File: config.mk
export PLATFORM = sky130hd
export DESIGN_NAME = xtea_stage
export DESIGN_NICKNAME = d
export VERILOG_FILES = /design/src/design/xtea_pkg.sv /design/src/design/xtea_stage.sv
export SDC_FILE = /design/constraint.sdc
export NUM_CORES = 1
export LEC_CHECK = 0
export BUFFER_PORTS_ARGS = -buffer_cell sky130_fd_sc_hd__buf_2
export CORE_ASPECT_RATIO = 0.5
export CORE_MARGIN = 2
export CORE_UTILIZATION = 55
export CTS_BUF_LIST = sky130_fd_sc_hd__clkbuf_8
export CTS_CLUSTER_SIZE = 25
export DETAILED_ROUTE_END_ITERATION = 7
export MAX_ROUTING_LAYER = met4
export PLACE_DENSITY = 0.83
export REMOVE_ABC_BUFFERS = 1
export SLEW_MARGIN = 40
export SYNTH_ARGS = -nofsm -noshare
export SYNTH_HDL_FRONTEND = slang
export SYNTH_SLANG_ARGS = --single-unit
File: constraint.sdc
create_clock -name i_clk -period 18.84 [get_ports i_clk]
set_input_delay 0.942 -clock i_clk [delete_from_list [all_inputs] [get_ports i_clk]]
set_output_delay 0.942 -clock i_clk [all_outputs]
set_load 0.05 [all_outputs]
File: src/design/xtea_pkg.sv
// Shared types, constants and helpers for the XTEA cipher core.
`timescale 1ns / 1ps

package xtea_pkg;

    localparam int unsigned WORD_W  = 32;
    localparam int unsigned CFG_IDX_W = 8;

    localparam logic [WORD_W-1:0] XTEA_DELTA = 32'h9E3779B9;

    // Key register indexes on the configuration port
    localparam logic [CFG_IDX_W-1:0] CFG_KEY_WORD0 = 8'd0;
    localparam logic [CFG_IDX_W-1:0] CFG_KEY_WORD1 = 8'd1;
    localparam logic [CFG_IDX_W-1:0] CFG_KEY_WORD2 = 8'd2;
    localparam logic [CFG_IDX_W-1:0] CFG_KEY_WORD3 = 8'd3;

    // Key values after reset
    localparam logic [WORD_W-1:0] KEY_WORD0_RST = 32'd31231234;
    localparam logic [WORD_W-1:0] KEY_WORD1_RST = 32'd412334;
    localparam logic [WORD_W-1:0] KEY_WORD2_RST = 32'd12341;
    localparam logic [WORD_W-1:0] KEY_WORD3_RST = 32'd657657;

    localparam logic CMD_ENCRYPT = 1'b0;
    localparam logic CMD_DECRYPT = 1'b1;

    typedef struct packed {
        logic              cmd;
        logic [WORD_W-1:0] first_word;
        logic [WORD_W-1:0] second_word;
    } t_xtea_req;

    typedef struct packed {
        logic [WORD_W-1:0] out_first_word;
        logic [WORD_W-1:0] out_second_word;
    } t_xtea_res;

    // Per-stage round constants, fixed at elaboration
    typedef struct packed {
        logic              upd_second;
        logic [WORD_W-1:0] enc_sum;
        logic [WORD_W-1:0] dec_sum;
    } t_xtea_stage_cfg;

    // XTEA word mixing: ((w << 4) ^ (w >> 5)) + w
    function automatic logic [WORD_W-1:0] mix_word(input logic [WORD_W-1:0] w);
        return ((w << 4) ^ (w >> 5)) + w;
    endfunction

endpackage

File: src/design/xtea_stage.sv
// One registered XTEA half-round: updates one word of the block from the other.
`timescale 1ns / 1ps

module xtea_stage
    import xtea_pkg::*;
(
    input  logic                i_clk,
    input  logic                i_rst_n,
    input  t_xtea_stage_cfg     i_stage_cfg,
    input  logic [WORD_W-1:0]   i_enc_key,
    input  logic [WORD_W-1:0]   i_dec_key,
    input  logic                i_valid,
    input  t_xtea_req           i_data,
    output logic                o_valid,
    output t_xtea_req           o_data
);

    logic               r_valid;
    t_xtea_req          r_data;
    t_xtea_req          n_data;
    logic               upd_second;
    logic [WORD_W-1:0]  src_word;
    logic [WORD_W-1:0]  dst_word;
    logic [WORD_W-1:0]  round_sum;
    logic [WORD_W-1:0]  round_key;
    logic [WORD_W-1:0]  feistel;
    logic [WORD_W-1:0]  new_word;

    // Pick the word to update: encryption and decryption walk the halves in opposite order
    assign upd_second = i_stage_cfg.upd_second ^ i_data.cmd;
    assign src_word   = upd_second ? i_data.first_word  : i_data.second_word;
    assign dst_word   = upd_second ? i_data.second_word : i_data.first_word;
    assign round_sum  = (i_data.cmd == CMD_DECRYPT) ? i_stage_cfg.dec_sum : i_stage_cfg.enc_sum;
    assign round_key  = (i_data.cmd == CMD_DECRYPT) ? i_dec_key : i_enc_key;

    // Feistel function, then add on encryption and subtract on decryption
    assign feistel  = mix_word(src_word) ^ (round_sum + round_key);
    assign new_word = (i_data.cmd == CMD_DECRYPT) ? (dst_word - feistel)
                                                  : (dst_word + feistel);

    always_comb begin
        n_data = i_data;
        if (upd_second) begin
            n_data.second_word = new_word;
        end else begin
            n_data.first_word = new_word;
        end
    end

    // Advance the valid bit; clear it on reset
    always_ff @(posedge i_clk) begin
        if (!i_rst_n) begin
            r_valid <= 1'b0;
        end else begin
            r_valid <= i_valid;
        end
    end

    // Hold the block payload
    always_ff @(posedge i_clk) begin
        r_data <= n_data;
    end

    assign o_valid = r_valid;
    assign o_data  = r_data;

endmodule

After elaboration in Yosys (flattened, before gate mapping)
Cells that the tools add are included.

Bits of input ports: 197. Logic and storage cells: 18. Bits in registers: 66. Output and inout bits: 66.

Add/sub/neg operators: 4. Bitwise gates (word level): 3. Muxes and demuxes: 7.

Operators with widths (number): $mux W32 (7); $add A32 B32 Y32 (3); $sub A32 B32 Y32 (1); $xor A32 B27 Y32 (1); $xor A32 B32 Y32 (1); $xor A1 B1 Y1 (1).

Depth between registers and ports, before layout
Word-level depth: 8. Gate-level depth with buffers: 37. Depth with buffers taken out: 33.

Least setup slack after synthesis
OpenSTA, ideal clock, no wires.

Path type: input-to-reg. From: in i_stage_cfg[64] (netlist bit). To: reg r_data, in the netlist o_data[31]. Cell stages on the path: 35. Setup time: 0.116 ns. Buffers on the path: 4. Data arrival time: 7.516 ns. Required time: 18.724 ns. Path slack: 11.209 ns. Cells stage by stage: buf_6 xor2_1 buf_4 clkbuf_1 clkbuf_1 nand2_1 nand2_1 ha_1 nand2_1 mux2i_1 a311oi_2 o211ai_1 a221oi_4 o311a_2 xnor2_1 nor4_2 and2_2 and4b_1 a21oi_1 xor2_1 ha_1 a21oi_1 o22ai_1 o21a_1 a211o_1 o32a_1 o21ai_0 o31ai_1 a21oi_1 o31a_1 xnor2_1 xnor2_1 or3b_2 mux2i_1 nor2_1.

RTL lines: from (decl) (line xtea_stage.sv:9) `input t_xtea_stage_cfg i_stage_cfg,`; to (signal assigned) (line xtea_stage.sv:61) `r_data <= n_data;`; to (decl) (line xtea_stage.sv:19) `t_xtea_req r_data;`.

==> qor.yml <==
outcome: "completed"
routabilityCongestion: 0.958
grt_overflow: 0
area_growth_pct: 18.1
initial_utilization_pct: 56.3
ys_seq_area_share_pct: 14.3
final_core_util_pct: 66.6
drt-initial-drc-count: 705
drtAntennaViolNets: 0
period_share_pct: 47.0
drt-vias-per-instance: 5.70
setup_violations: 0
hp-class: "in -> reg"
cp_common_cell: "xnor2_1"
synth_area_per_cell_um2: 7.41
pin_count: 263
final_hold_viol_count: 0
dieArea_um2: 17900
vias: 9781
cts.path.max_buffers: 2
drv_cap: 0
wire_per_inst_um: 16.1
htreeDepth: 3
leakagePower_nw: 5.35
critPathLaunchType: "primary input"
antenna_found_initial: 0
synthMuxAreaShare_pct: 9.41
synth_cells: 1250
cp_data_required_time_ns: 19.09
cts_tree: "built"
grt_setup_unrepaired: "no"
ys_async_sr_fraction_pct: 0
worst-path-buf-inv: 3
synth_cell_types: 75
post_cts_resized: 0
route.detailed.drc: 0
firstDrtPassIters: 5
critPathTopFamily: "compound AO/OA/AOI/OAI gates"
die_y_um: 95.7
grt_max_degree: 58
ys.flop_type: "dfxtp_1"
fp.dieW_um: 187
cp_max_fo: 57
synth_seq_cells: 66
clkSinkCount: 66
synth_top_family_by_area: "compound AO/OA/AOI/OAI gates"
layout_common_cells: "261 x buf_2, 240 x nand2_1, 111 x xnor2_1"
setup_tns_ns: 0
final_common_cell: "buf_2"
cts_made_buffers: 9
worst_slew_pin_slew_ns: 0.781
yosys_warnings: 0
cts-root-buf: "clkbuf_8"
rows: 33
grt_use_total_pct: 30.6
crit_type: "in -> reg"
synth_fa_ha_area_share_pct: 12.7
synth-compound-area-share_pct: 22.7
grt_pass1_vias: 8843
end_kind: "flop"
cts_hold_buf: 0
wl_um: 27500
slew-limit-headroom_pct: 47.9
postCtsSetupBuffers: 0
path_depth: 33
arrival_ns: 9.10
netlist_area_um2: 9260
synth-edff-count: 0
crit_path_top_delay_cell: "buf_4"
io_buffers: 262
pwr_density_cell_nw_per_um2: 180
fmax_mhz: 113
vdd_drop_max_v: 0.000144
layout-drive-gt1-share_pct: 24.3
grt_pass1_wl_um: 43000
cpPeakStageDelay_ns: 0.58
drv_slew: 0
yosys.area_share.simple_pct: 19.8
clk_pin_slew_ns: 0.07
min_period_ns: 8.86
dp_hpwl_um: 23000
coreArea_um2: 16400
whs_path_depth: 2
synthXorXnorAreaFrac_pct: 17.7
antenna_cells: 0
finalNetCount: 1773
-- worst paths after layout --
kind	startpoint	end	slack (ns)
setup / recovery	i_data[64]	o_data[31]	9.98
hold / removal	i_valid	o_valid	0.80
-- final cells by class --
| cell class | count | area [um2] |
|---|---|---|
| clock inverter | 6 | 75.1 |
| sequential | 66 | 1320 |
| fill | 1483 | 5500 |
| clock buffer | 10 | 138 |
| multi-input combinational | 1105 | 7640 |
| timing repair buffer | 268 | 1360 |
| tap | 227 | 284 |
| inverter | 33 | 124 |
-- kinds of logic (layout without fill, tap and decap cells) --
logic type | after synthesis | in the layout
and+or+nand+nor | 410 | 410
AOI/OAI and AO/OA | 341 | 341
xor gates and xnor gates | 183 | 183
adders and majority gates | 93 | 93
buffers and inverters | 79 | 317
muxes | 78 | 78
DFF | 66 | 66
-- metal layers --
| layer | global-route usage (%) | wire, um | vias to the layer above |
|---|---|---|---|
| met2 | 51.2 | 12700 | 326 |
| met4 | 6.69 | 456 | 0 |
| met5 | - | 0 | - |
| li1 | - | - | 4885 |
| met1 | 39.8 | 12500 | 4533 |
| met3 | 4.74 | 1940 | 37 |
-- power breakdown --
part           leakage (nW)  total [W]  switching [W]  internal [W]
clock network         0.121   0.000131      0.0000544     0.0000763
logic                  4.67    0.00161        0.00103      0.000576
registers             0.556   0.000235      0.0000177      0.000218
-- metrics by stage --
stage / hold WS, ns / area, um2 / power [W] / cells / worst slack [ns]
2_1_floorplan: 0.970 / 9060 / 0.00148 / 1204 / 8.54
3_3_place_gp: 1.17 / 10700 / 0.00180 / 1699 / 9.91
3_5_place_dp: 1.17 / 10700 / 0.00182 / 1699 / 9.70
4_1_cts: 0.799 / 10900 / 0.00196 / 1715 / 10.06
5_1_grt: 0.799 / 10900 / 0.00213 / 1715 / 9.30
6_report: 0.803 / 10900 / 0.00197 / 1715 / 9.98
-- sequential cells by signal, indices dropped and copies added, names as in the netlist --
name,cells
o_valid,1
o_data,65
-- Yosys cell counts, types with 4 or more instances --
master	instances	area share [%]
nand2_1	240	9.7
nand2b_1	15	1.0
mux2i_1	12	1.3
and3_1	6	0.41
a211oi_1	5	0.41
a21oi_1	102	5.5
a31oi_1	10	0.68
nor4_1	4	0.27
o22ai_1	5	0.34
a21o_1	39	3.2
and2_1	11	0.74
xor2_1	70	6.6
buf_1	8	0.32
dfxtp_1	66	14
clkbuf_1	34	1.4
nor2b_1	6	0.41
xnor2_1	111	11
ha_1	91	12
nor2_1	54	2.2
nand3_1	20	1.1
inv_1	33	1.3
nor3_1	15	0.81
or3_1	4	0.27
and4_1	5	0.47
o21a_1	14	1.1
o21ai_0	102	5.5
o31ai_1	6	0.49
o21ai_1	4	0.22
o21bai_1	15	1.2
mux2_2	63	7.7
o211ai_1	7	0.57
nand4_1	12	0.81
Power figures use the tool's default switching activity.
